[src/rtl/ttm_pkg.sv]
package ttm_pkg;

    // fixed widths of the stream fields
    localparam int TIME_BITS      = 32;
    localparam int COUNT_BITS_DEF = 16;
    localparam int BEATS_W        = 16;
    localparam int TENTHS_W       = 27;
    localparam int BPM_W          = 16;
    localparam int MPM2_W         = 15;
    localparam int MPM3_W         = 15;
    localparam int MPM4_W         = 14;
    localparam int METER_W        = 2;
    localparam int S_TDATA_W      = 32;
    localparam int M_TDATA_W      = 120;
    localparam int M_TUSER_W      = 2;

    localparam logic [BPM_W-1:0]   BPM_MAX     = 16'hFFFF;
    localparam logic [15:0]        BPM_SCALE   = 16'd60000;
    localparam logic [6:0]         TENTHS_DIV  = 7'd100;
    localparam logic [15:0]        THIRD_RECIP = 16'hAAAB;
    localparam logic [BEATS_W-1:0] BEATS_MAX   = 16'hFFFF;

    // tenths: (padded + 50) / 4, then divide by 25 with a reciprocal, exact for 32 bits
    localparam logic [5:0]         TENTHS_HALF  = 6'd50;
    localparam logic [31:0]        TENTHS_RECIP = 32'h51EB_851F;
    localparam int                 TENTHS_SHIFT = 35;

    localparam logic CMD_TAP   = 1'b0;
    localparam logic CMD_RESET = 1'b1;

    typedef enum logic [1:0] {
        METER_BPM,
        METER_TWO,
        METER_THREE,
        METER_FOUR
    } meter_t;

    typedef logic [3:0] step_t;

    typedef enum logic [3:0] {
        OP_NOP,
        OP_FETCH,
        OP_BUMP,
        OP_SPAN,
        OP_DIV_EXTRA,
        OP_PAD,
        OP_DIV_BPM,
        OP_SET_BPM,
        OP_TENTHS_PREP,
        OP_TENTHS_MUL,
        OP_SET_TENTHS,
        OP_EMIT
    } op_t;

    typedef enum logic [2:0] {
        C_NEXT,
        C_ALWAYS,
        C_NO_INPUT,
        C_CMD,
        C_FIRST,
        C_SPAN_ZERO,
        C_DIV_BUSY,
        C_OUT_BLOCKED
    } cond_t;

    typedef struct packed {
        op_t   op;
        cond_t cond;
        step_t target;
    } ctrl_word_t;

    typedef struct packed {
        logic no_input;
        logic cmd;
        logic first;
        logic span_zero;
        logic div_busy;
        logic out_blocked;
    } seq_status_t;

    typedef enum logic [1:0] {
        DIV_IDLE,
        DIV_RUN,
        DIV_ROUND
    } div_state_t;

    localparam step_t STEP_FETCH      = 4'd0;
    localparam step_t STEP_BUMP       = 4'd1;
    localparam step_t STEP_SPAN       = 4'd2;
    localparam step_t STEP_EXTRA      = 4'd3;
    localparam step_t STEP_EXTRA_W    = 4'd4;
    localparam step_t STEP_PAD        = 4'd5;
    localparam step_t STEP_BPM        = 4'd6;
    localparam step_t STEP_BPM_W      = 4'd7;
    localparam step_t STEP_SET_BPM    = 4'd8;
    localparam step_t STEP_TENTHS     = 4'd9;
    localparam step_t STEP_TENTHS_MUL = 4'd10;
    localparam step_t STEP_SET_TEN    = 4'd11;
    localparam step_t STEP_EMIT       = 4'd12;
    localparam step_t STEP_RETURN     = 4'd13;

    // microprogram: jump to target when cond holds, else fall through
    function automatic ctrl_word_t ttm_rom(step_t step);
        ctrl_word_t cw;
        begin
            case (step)
                STEP_FETCH:      cw = '{OP_FETCH,       C_NO_INPUT,    STEP_FETCH};
                STEP_BUMP:       cw = '{OP_BUMP,        C_CMD,         STEP_EMIT};
                STEP_SPAN:       cw = '{OP_SPAN,        C_FIRST,       STEP_TENTHS};
                STEP_EXTRA:      cw = '{OP_DIV_EXTRA,   C_NEXT,        STEP_FETCH};
                STEP_EXTRA_W:    cw = '{OP_NOP,         C_DIV_BUSY,    STEP_EXTRA_W};
                STEP_PAD:        cw = '{OP_PAD,         C_SPAN_ZERO,   STEP_TENTHS};
                STEP_BPM:        cw = '{OP_DIV_BPM,     C_NEXT,        STEP_FETCH};
                STEP_BPM_W:      cw = '{OP_NOP,         C_DIV_BUSY,    STEP_BPM_W};
                STEP_SET_BPM:    cw = '{OP_SET_BPM,     C_NEXT,        STEP_FETCH};
                STEP_TENTHS:     cw = '{OP_TENTHS_PREP, C_NEXT,        STEP_FETCH};
                STEP_TENTHS_MUL: cw = '{OP_TENTHS_MUL,  C_NEXT,        STEP_FETCH};
                STEP_SET_TEN:    cw = '{OP_SET_TENTHS,  C_NEXT,        STEP_FETCH};
                STEP_EMIT:       cw = '{OP_EMIT,        C_OUT_BLOCKED, STEP_EMIT};
                default:         cw = '{OP_NOP,         C_ALWAYS,      STEP_FETCH};
            endcase
            return cw;
        end
    endfunction

endpackage

[src/rtl/ttm_div.sv]
module ttm_div
    import ttm_pkg::*;
#(
    parameter int NUM_W = 33,
    parameter int DEN_W = 33
) (
    input  logic             aclk,
    input  logic             aresetn,
    input  logic             start,
    input  logic [NUM_W-1:0] num,
    input  logic [DEN_W-1:0] den,
    output logic             busy,
    output logic [NUM_W:0]   quot
);

    localparam int CNT_W = $clog2(NUM_W);

    div_state_t       state_reg, state_next;
    logic [NUM_W-1:0] num_reg;
    logic [DEN_W-1:0] den_reg;
    logic [DEN_W-1:0] rem_reg;
    logic [CNT_W-1:0] cnt_reg;
    logic [NUM_W:0]   quot_reg;

    logic [DEN_W:0]   shifted;
    logic [DEN_W:0]   diff;
    logic             ge;
    logic             round_up;

    // one restoring step per cycle
    assign shifted  = {rem_reg, num_reg[NUM_W-1]};
    assign ge       = shifted >= {1'b0, den_reg};
    assign diff     = shifted - {1'b0, den_reg};
    // half-up: remainder at least half the divisor
    assign round_up = {rem_reg, 1'b0} >= {1'b0, den_reg};

    always_comb begin
        state_next = state_reg;
        case (state_reg)
            DIV_IDLE:  if (start) state_next = DIV_RUN;
            DIV_RUN:   if (cnt_reg == '0) state_next = DIV_ROUND;
            DIV_ROUND: state_next = DIV_IDLE;
            default:   state_next = DIV_IDLE;
        endcase
    end

    always_comb begin
        case (state_reg)
            DIV_IDLE: busy = 1'b0;
            default:  busy = 1'b1;
        endcase
    end

    always_ff @(posedge aclk) begin
        if (!aresetn) begin
            state_reg <= DIV_IDLE;
        end else begin
            state_reg <= state_next;
        end
    end

    always_ff @(posedge aclk) begin
        case (state_reg)
            DIV_IDLE: begin
                if (start) begin
                    num_reg <= num;
                    den_reg <= den;
                    rem_reg <= '0;
                    cnt_reg <= CNT_W'(NUM_W - 1);
                end
            end
            DIV_RUN: begin
                rem_reg <= ge ? diff[DEN_W-1:0] : shifted[DEN_W-1:0];
                num_reg <= {num_reg[NUM_W-2:0], ge};
                cnt_reg <= cnt_reg - 1'b1;
            end
            DIV_ROUND: begin
                quot_reg <= {1'b0, num_reg} + (NUM_W+1)'(round_up);
            end
            default: begin
            end
        endcase
    end

    assign quot = quot_reg;

endmodule

[src/rtl/ttm_seq.sv]
module ttm_seq
    import ttm_pkg::*;
(
    input  logic        aclk,
    input  logic        aresetn,
    input  seq_status_t status,
    output ctrl_word_t  ctrl
);

    step_t pc_reg, pc_next;
    logic  take;

    assign ctrl = ttm_rom(pc_reg);

    always_comb begin
        case (ctrl.cond)
            C_NEXT:        take = 1'b0;
            C_ALWAYS:      take = 1'b1;
            C_NO_INPUT:    take = status.no_input;
            C_CMD:         take = status.cmd;
            C_FIRST:       take = status.first;
            C_SPAN_ZERO:   take = status.span_zero;
            C_DIV_BUSY:    take = status.div_busy;
            C_OUT_BLOCKED: take = status.out_blocked;
            default:       take = 1'b0;
        endcase
        pc_next = take ? ctrl.target : pc_reg + 1'b1;
    end

    always_ff @(posedge aclk) begin
        if (!aresetn) begin
            pc_reg <= STEP_FETCH;
        end else begin
            pc_reg <= pc_next;
        end
    end

endmodule

[src/rtl/tap_tempo_meter.sv]
// flow: a tap beat runs fetch, bump and span, then the bit-serial divider for the average
//   interval, pad, the divider again for the tempo (skipped for a zero span), tenths from a
//   reciprocal multiply, and emit; a first tap skips to tenths, a reset beat goes to emit
// throughput: one beat in flight, the next beat is taken at the fetch step after the result
//   is loaded; a stalled master side holds only the emit step
// reset: aresetn is synchronous, active low; clears tempo state, meter select and handshakes
module tap_tempo_meter
    import ttm_pkg::*;
#(
    parameter int COUNT_BITS = COUNT_BITS_DEF
) (
    input  logic                 aclk,
    input  logic                 aresetn,

    // input beats
    input  logic                 s_tvalid,
    output logic                 s_tready,
    input  logic [S_TDATA_W-1:0] s_tdata,   // [31:0] tap_time_ms
    input  logic                 s_tuser,   // [0] cmd

    // result beats
    output logic                 m_tvalid,
    input  logic                 m_tready,
    // [15:0] beats, [42:16] elapsed_tenths, [58:43] bpm, [73:59] mpm_two,
    // [88:74] mpm_three, [102:89] mpm_four, [118:103] chosen_value, [119] zero
    output logic [M_TDATA_W-1:0] m_tdata,
    output logic [M_TUSER_W-1:0] m_tuser,   // [0] rate_valid, [1] saturated

    // meter select register
    input  logic                 cfg_valid,
    output logic                 cfg_ready,
    input  logic [METER_W-1:0]   cfg_data
);

    // divider widths: numerator holds count*60000 or the span, denominator the padded span
    localparam int PROD_W = COUNT_BITS + 16;
    localparam int DEN_W  = TIME_BITS + 1;
    localparam int NUM_W  = (PROD_W > DEN_W) ? PROD_W : DEN_W;

    // ---------------------------------------------------------------
    // sequencer
    // ---------------------------------------------------------------
    ctrl_word_t  ctrl;
    seq_status_t status;

    // ---------------------------------------------------------------
    // datapath registers
    // ---------------------------------------------------------------
    logic                   cmd_reg;
    logic [TIME_BITS-1:0]   now_reg;
    logic [COUNT_BITS-1:0]  count_reg;
    logic [TIME_BITS-1:0]   start_reg;
    logic                   started_reg;
    logic [BPM_W-1:0]       held_reg;
    logic [TIME_BITS-1:0]   span_reg;
    logic [DEN_W-1:0]       padded_reg;
    logic [TENTHS_W-1:0]    tenths_reg;
    logic [TIME_BITS-1:0]   tenths_y_reg;
    logic [2*TIME_BITS-1:0] tenths_prod_reg;
    logic                   valid_reg;
    logic                   sat_reg;
    meter_t                 meter_reg;

    logic                  m_tvalid_reg;
    logic [M_TDATA_W-1:0]  m_tdata_reg;
    logic [M_TUSER_W-1:0]  m_tuser_reg;

    // divider hookup
    logic                  div_start;
    logic [NUM_W-1:0]      div_num;
    logic [DEN_W-1:0]      div_den;
    logic                  div_busy;
    logic [NUM_W:0]        div_q;

    // result shaping
    logic [PROD_W-1:0]     scaled;
    logic [DEN_W:0]        padded_half;
    logic [31:0]           count_w;
    logic [BEATS_W-1:0]    beats;
    logic [MPM2_W-1:0]     mpm_two;
    logic [MPM3_W-1:0]     mpm_three;
    logic [MPM4_W-1:0]     mpm_four;
    logic [31:0]           third_prod;
    logic [BPM_W-1:0]      chosen;
    logic                  emit;

    // ---------------------------------------------------------------
    // status flags for conditional jumps
    // ---------------------------------------------------------------
    assign status.no_input    = !s_tvalid;
    assign status.cmd         = (cmd_reg == CMD_RESET);
    assign status.first       = (count_reg < COUNT_BITS'(2));
    assign status.span_zero   = (span_reg == '0);
    assign status.div_busy    = div_busy;
    assign status.out_blocked = m_tvalid_reg && !m_tready;

    ttm_seq u_seq (
        .aclk    (aclk),
        .aresetn (aresetn),
        .status  (status),
        .ctrl    (ctrl)
    );

    // input is only taken on the fetch step
    assign s_tready  = (ctrl.op == OP_FETCH);
    assign cfg_ready = 1'b1;

    // ---------------------------------------------------------------
    // divider operand select; product gets registered in the divider
    // ---------------------------------------------------------------
    assign scaled = PROD_W'(count_reg) * PROD_W'(BPM_SCALE);

    always_comb begin
        div_start = 1'b0;
        div_num   = '0;
        div_den   = '0;
        case (ctrl.op)
            OP_DIV_EXTRA: begin
                // average interval over count-1 gaps
                div_start = 1'b1;
                div_num   = NUM_W'(span_reg);
                div_den   = DEN_W'(count_reg - 1'b1);
            end
            OP_DIV_BPM: begin
                div_start = 1'b1;
                div_num   = NUM_W'(scaled);
                div_den   = padded_reg;
            end
            default: begin
            end
        endcase
    end

    ttm_div #(
        .NUM_W (NUM_W),
        .DEN_W (DEN_W)
    ) u_div (
        .aclk    (aclk),
        .aresetn (aresetn),
        .start   (div_start),
        .num     (div_num),
        .den     (div_den),
        .busy    (div_busy),
        .quot    (div_q)
    );

    // half-up rounding for tenths: add half of 100 before the floor division
    assign padded_half = {1'b0, padded_reg} + (DEN_W+1)'(TENTHS_HALF);

    // ---------------------------------------------------------------
    // tempo state: held across beats, cleared by reset or a reset beat
    // ---------------------------------------------------------------
    always_ff @(posedge aclk) begin
        if (!aresetn) begin
            count_reg   <= '0;
            start_reg   <= '0;
            started_reg <= 1'b0;
            held_reg    <= '0;
            meter_reg   <= METER_BPM;
        end else begin
            if (cfg_valid && cfg_ready) begin
                meter_reg <= meter_t'(cfg_data);
            end
            case (ctrl.op)
                OP_BUMP: begin
                    if (cmd_reg == CMD_RESET) begin
                        count_reg   <= '0;
                        start_reg   <= '0;
                        started_reg <= 1'b0;
                        held_reg    <= '0;
                    end else begin
                        // saturating beat count
                        if (count_reg != '1) begin
                            count_reg <= count_reg + 1'b1;
                        end
                        // first tap fixes the start time
                        if (!started_reg) begin
                            start_reg   <= now_reg;
                            started_reg <= 1'b1;
                        end
                    end
                end
                OP_PAD: begin
                    // zero span means an unbounded tempo
                    if (span_reg == '0) begin
                        held_reg <= BPM_MAX;
                    end
                end
                OP_SET_BPM: begin
                    if (div_q > (NUM_W+1)'(BPM_MAX)) begin
                        held_reg <= BPM_MAX;
                    end else begin
                        held_reg <= div_q[BPM_W-1:0];
                    end
                end
                default: begin
                end
            endcase
        end
    end

    // per-beat working registers
    always_ff @(posedge aclk) begin
        if (s_tvalid && s_tready) begin
            cmd_reg <= s_tuser;
            now_reg <= s_tdata[TIME_BITS-1:0];
        end
        case (ctrl.op)
            OP_BUMP: begin
                valid_reg  <= 1'b0;
                sat_reg    <= 1'b0;
                tenths_reg <= '0;
            end
            OP_SPAN: begin
                // wraps modulo 2^TIME_BITS
                span_reg   <= now_reg - start_reg;
                padded_reg <= {1'b0, now_reg - start_reg};
            end
            OP_PAD: begin
                // average interval stands in for the first beat
                valid_reg  <= 1'b1;
                padded_reg <= DEN_W'(span_reg) + div_q[DEN_W-1:0];
                if (span_reg == '0) begin
                    sat_reg <= 1'b1;
                end
            end
            OP_SET_BPM: begin
                if (div_q > (NUM_W+1)'(BPM_MAX)) begin
                    sat_reg <= 1'b1;
                end
            end
            OP_TENTHS_PREP: begin
                // divide by 4 here, the multiply handles the remaining 25
                tenths_y_reg <= padded_half[DEN_W:2];
            end
            OP_TENTHS_MUL: begin
                tenths_prod_reg <= (2*TIME_BITS)'(tenths_y_reg) * (2*TIME_BITS)'(TENTHS_RECIP);
            end
            OP_SET_TENTHS: begin
                // padded span is at most twice the 32-bit span, fits 27 bits
                tenths_reg <= tenths_prod_reg[TENTHS_SHIFT +: TENTHS_W];
            end
            default: begin
            end
        endcase
    end

    // ---------------------------------------------------------------
    // result fields
    // ---------------------------------------------------------------
    assign count_w    = 32'(count_reg);
    assign beats      = (count_w > 32'(BEATS_MAX)) ? BEATS_MAX : count_w[BEATS_W-1:0];
    assign mpm_two    = held_reg[BPM_W-1:1];
    assign mpm_four   = held_reg[BPM_W-1:2];
    // divide by three: multiply by reciprocal, exact for 16-bit values
    assign third_prod = 32'(held_reg) * 32'(THIRD_RECIP);
    assign mpm_three  = third_prod[17 +: MPM3_W];

    always_comb begin
        case (meter_reg)
            METER_BPM:   chosen = held_reg;
            METER_TWO:   chosen = BPM_W'(mpm_two);
            METER_THREE: chosen = BPM_W'(mpm_three);
            METER_FOUR:  chosen = BPM_W'(mpm_four);
            default:     chosen = held_reg;
        endcase
    end

    // ---------------------------------------------------------------
    // output register; emit step waits until it is free
    // ---------------------------------------------------------------
    assign emit = (ctrl.op == OP_EMIT) && !status.out_blocked;

    always_ff @(posedge aclk) begin
        if (!aresetn) begin
            m_tvalid_reg <= 1'b0;
        end else if (emit) begin
            m_tvalid_reg <= 1'b1;
        end else if (m_tready) begin
            m_tvalid_reg <= 1'b0;
        end
    end

    always_ff @(posedge aclk) begin
        if (emit) begin
            m_tdata_reg <= {1'b0, chosen, mpm_four, mpm_three, mpm_two,
                            held_reg, tenths_reg, beats};
            m_tuser_reg <= {sat_reg, valid_reg};
        end
    end

    assign m_tvalid = m_tvalid_reg;
    assign m_tdata  = m_tdata_reg;
    assign m_tuser  = m_tuser_reg;

endmodule

[config.mk]
export PLATFORM = sky130hd
export DESIGN_NAME = tap_tempo_meter
export DESIGN_NICKNAME = d
export VERILOG_FILES = /design/src/rtl/ttm_pkg.sv /design/src/rtl/ttm_div.sv /design/src/rtl/ttm_seq.sv /design/src/rtl/tap_tempo_meter.sv
export SDC_FILE = /design/constraint.sdc
export NUM_CORES = 2
export LEC_CHECK = 0
export ABC_AREA = 1
export BUFFER_PORTS_ARGS = -buffer_cell sky130_fd_sc_hd__buf_2
export CORE_MARGIN = 2
export CORE_UTILIZATION = 45
export DETAILED_ROUTE_END_ITERATION = 12
export PLACE_DENSITY = 0.58
export SLEW_MARGIN = 40
export SYNTH_ARGS = -nofsm -noshare
export SYNTH_HDL_FRONTEND = slang
export SYNTH_SLANG_ARGS = --single-unit
[constraint.sdc]
create_clock -name aclk -period 17.7 [get_ports aclk]
set_clock_uncertainty 0.15 [all_clocks]
set_input_delay 5.31 -clock aclk [delete_from_list [all_inputs] [get_ports aclk]]
set_output_delay 5.31 -clock aclk [all_outputs]
set_load 0.1 [all_outputs]
; ---- Yosys cells after proc, flatten, opt, wreduce, memory -nomap -nowiden
; Memories as Yosys holds them, arrays and structs flattened. A register that Yosys moved wholly into a read port is not among the register bits.
; Index checks and enable logic that the tools add are counted.
; Widths: inputs -> output; s select.
[totals]
regBits = 555
rom_bits = 176
out_inout_bits = 125
memories = 1
[classes]
add_sub_neg = 9
mul = 3
magnitude_cmp = 5
n_eq_ne = 30
n_mux = 35
n_reduce_logical = 26
[mem_list]
columns = name, words, width, read_ports, rd_ports_with_merged_regs, wr, line_no
row1 = (no name shown), 16, 11, 1, 1, 0, ttm_pkg.sv:106  ; case (step)
[op_table]
columns = cell, n
row1 = $pmux 33 s2, 4
row2 = $mux 33, 3
row3 = $mux 16, 5
row4 = $ge 34x33->1, 2
row5 = $mux 32, 2
row6 = $pmux 16 s4, 1
row7 = $pmux 32 s2, 1
row8 = $mul 32x31->62 const B, 1
row9 = $pmux 27 s2, 1
row10 = $pmux 16 s3, 1
row11 = $add 33x1->34, 1
row12 = $add 33x6->34 const B, 1
row13 = $gt 34x16->1 const B, 1
row14 = $add 32x33->33, 1
row15 = $sub 33x33->33, 1
row16 = $logic_not 32->1, 1
row17 = $mul 16x16->32 const B, 1
row18 = $sub 32x32->32, 1
row19 = $mul 16x11->27 const B, 1
row20 = $sub 16x1->17 const B, 1
row21 = $add 16x1->16 const B, 1
row22 = $eq 4x3->1 const B, 4
row23 = $eq 4x4->1 const B, 4
row24 = $gt 16x16->1 const B, 1
row25 = 32 further kinds, 67

; ---- Logic depth before layout (Yosys ltp)
[logic_depth]
depth_word = 5
ltp_mapped = 28
ltp_nobuf = 28

; ---- Cells and area by module
; Synthesis repeated with hierarchy kept, for this count alone.
[unflattened]
cells_unflattened = 6705
area_unflattened_um2 = 55689.7
[modules_own_cells]
columns = module, instances, cells_per_inst, area_each_um2
row1 = tap_tempo_meter, 1, 5436, 45752.6
row2 = ttm_div, 1, 1159, 9008.6
row3 = ttm_seq, 1, 110, 928.4

; ---- Worst setup path before layout
; Ideal clock, no wire load.
[synth_timing]
path_kind = input to register
startpoint = in m_tready
endpoint = reg m_tdata_reg[0] (netlist: m_tdata[0]) (enable)
setup_time_ns = 0.658
t_arrival_ns = 11.626
required_time_ns = 16.892
setup_slack_ns = 5.266
stages = 2
n_path_buf = 0
cell_sequence = nor2_1 -> nor3_1
[synth_between]
elab_chain_cells = 4
[synth_rtl]
columns = element, line_no
row1 = start: declaration, tap_tempo_meter.sv:23  ; input logic m_tready,
row2 = $logic_not 1->1, tap_tempo_meter.sv:95  ; assign status.out_blocked = m_tvalid_reg && !m_tready;
row3 = $logic_and 1x1->1, tap_tempo_meter.sv:95
row4 = $logic_not 1->1, tap_tempo_meter.sv:272  ; assign emit = (ctrl.op == OP_EMIT) && !status.out_blocked;
row5 = $logic_and 1x1->1, tap_tempo_meter.sv:272
row6 = via emit, tap_tempo_meter.sv:85  ; logic emit;
row7 = end signal: assignment, tap_tempo_meter.sv:286  ; m_tdata_reg <= {1'b0, chosen, mpm_four, mpm_three, mpm_two,
row8 = end: declaration, tap_tempo_meter.sv:65  ; logic [M_TDATA_W-1:0] m_tdata_reg;
; The timed path passes the listed nets, and every way through them passes these cells.
; A chain may end at the register's enable or synchronous reset.

; ---- Worst setup path after layout
[layout_timing]
startpoint = reg, netlist name u_seq.ctrl[7]
endpoint = out s_tready
[layout_between]
elab_chain_cells = 1
[layout_rtl]
columns = element, line_no
row1 = $eq 4x1->1, tap_tempo_meter.sv:105  ; assign s_tready = (ctrl.op == OP_FETCH);
row2 = end: declaration, tap_tempo_meter.sv:17  ; output logic s_tready,
; Every way passes these cells.

==> flow_summary.ini <==
[floorplan]
coreArea_um2 = 120000
start_util_pct = 45.3
ios = 165
die_h_um = 351
die-width_um = 351
die_area_um2 = 123000
rows = 127

[global_routing]
grt_pass1_vias = 42900
grt_antenna_before_repair = 4
grt_pass1_wl_mm = 251
grt_overflow = 0
use_met1_pct = 34.7
grtUsageTotal_pct = 26.9
gr-usage-met3_pct = 3.64
top_usage_layer = met2
use_met2_pct = 46.3
grt_max_degree = 73

[synthesis]
synth_cell_types = 56
syn_inst = 6310
ys.flop_type = edfxtp_1
synth_edf_count = 417
ys_ff_latch = 502
postSynthAreaPerCell_um2 = 8.58
syn_area_um2 = 54200
synth_seq_area_share_pct = 26.3
async_reset_ff_share_pct = 0
ys_warn_count = 0
synth.net_count = 7597

[sta]
period_minus_slack_ps = 7410
max_freq_ghz = 0.135
finalCritPeriodShare_pct = 41.9
slew_violations = 0
hold_viol_final = 0
finalSetupViolCount = 0
hold_ws_ps = 267
tns_ps = 0
tightest_slew_ps = 827
rsz0062_at_grt = no
slew_headroom_pct = 44.3

[layout]
final_cell_mix = inv_1 (1369), nand2_1 (1084), ha_1 (715)
antenna_cells = 0
largest_reg_flops = 90
drive_gt1_share_pct = 5.53
nets = 7748
syn_to_final_growth_pct = 8.21
layout_commonest_cell = inv_1

[clocking]
root_buffer = clkbuf_16
post_cts_resized = 0
cts_buffer_depth = 3
worst_skew_pair.late_latency_ps = 670
cts_tree = built
clkTransAtPathRegs_ps = 60
htreeDepth = 2
cts_buffers = 57
cts_setup_buffers = 0
clock-sinks = 502
ctsHoldBuffers = 0

[detailed_routing]
drt-vias-per-instance = 5.17
drt-wirelength-per-cell_um = 20.0
drt_iter0_drc = 3047
ant_nets = 0
routed_wl_mm = 163
drc = 0
via_count = 42000
drt_pass1_iterations = 5

[status]
status = completed

[job]
max-cap-violations = 0

[place]
io_buffers = 162
hpwl_mm = 138
gp_congestion = 0.990

[critical_path]
critPathLaunchType = flop
crit_fanout = 6
critPathKind = reg2out
required_ps = 12240
crit_arrival_ps = 1950
end_kind = output port

[min_path]
hold_class = reg2reg
critical path, stage by stage (launching register included):
cell and delay (ps):
dfxtp_1 460, nand2_1 250, nor2_1 150, buf_2 430
final timing paths:
| kind | from | end | slack [ps] | depth (start not counted) |
|---|---|---|---|---|
| max | u_seq.ctrl[7]$_DFF_P_ | s_tready | 10290 | 3 |
| max reg2reg | tenths_y_reg[5]$_DFFE_PN_ | tenths_prod_reg[60]$_DFFE_PN_ | 10350 | 24 |
| min | tenths_reg[23]$_SDFFCE_PN0P_ | m_tdata[39]$_DFFE_PP_ | 270 | 0 |
| min reg2reg | tenths_reg[23]$_SDFFCE_PN0P_ | m_tdata[39]$_DFFE_PP_ | 270 | 0 |
per-stage QoR:
stage / cell area (um^2) / cells / util (%) / setup slack [ps]
floorplan: 54200 / 6310 / - / 5270
global placement: 56700 / 8014 / 47.4 / 10130
detailed placement: 56700 / 8014 / 47.4 / 10180
CTS: 58600 / 8121 / 49.0 / 10230
global route: 58600 / 8121 / 49.0 / 9860
finish: 58600 / 8121 / 49.0 / 10290
area by class of cell:
type                       count  area, um^2
timing repair buffer         188        1010
inverter                    1377        5170
clock buffer                  76        1560
multi-input combinational   4335       34300
tap                         1612        2020
fill                       11700       61000
sequential                   502       14200
clock inverter                31         343
synthesized netlist by cell type, drive strengths merged (6+ instances only):
library cell,number,area (um^2)
a211oi,6,45.0
a21boi,14,105
a21o,19,143
a21oi,362,1820
a31oi,20,125
and2,21,131
buf,59,414
clkbuf,37,139
dfxtp,85,1700
edfxtp,417,12500
fa,532,10700
ha,715,8950
inv,1374,5160
nand2,1091,4110
nand3,281,1450
nand3b,21,170
nand4,63,394
nor2,598,2320
nor3,80,427
nor4,27,169
o21a,17,128
o21ai,242,1220
o21bai,26,195
or2,22,138
xnor2,55,482
xor2,95,832
routing by layer:
layer / vias to the layer above / wire (um)
li1: 20400 / -
met1: 20200 / 69600
met2: 1078 / 78500
met3: 241 / 8130
met4: 8 / 6340
met5: - / 65
cells by family after synthesis:
group           synth area share (%)
simple gates                    17.3
buf+inv                         10.6
fa+ha+maj                       36.2
compound gates                  7.29
flops                           26.3
xor+xnor                        2.43
other cells                   0.0139
Power is left out: the tool's default activity adds up to more than one toggle a clock period on the data nets, which glitch-free logic cannot reach.
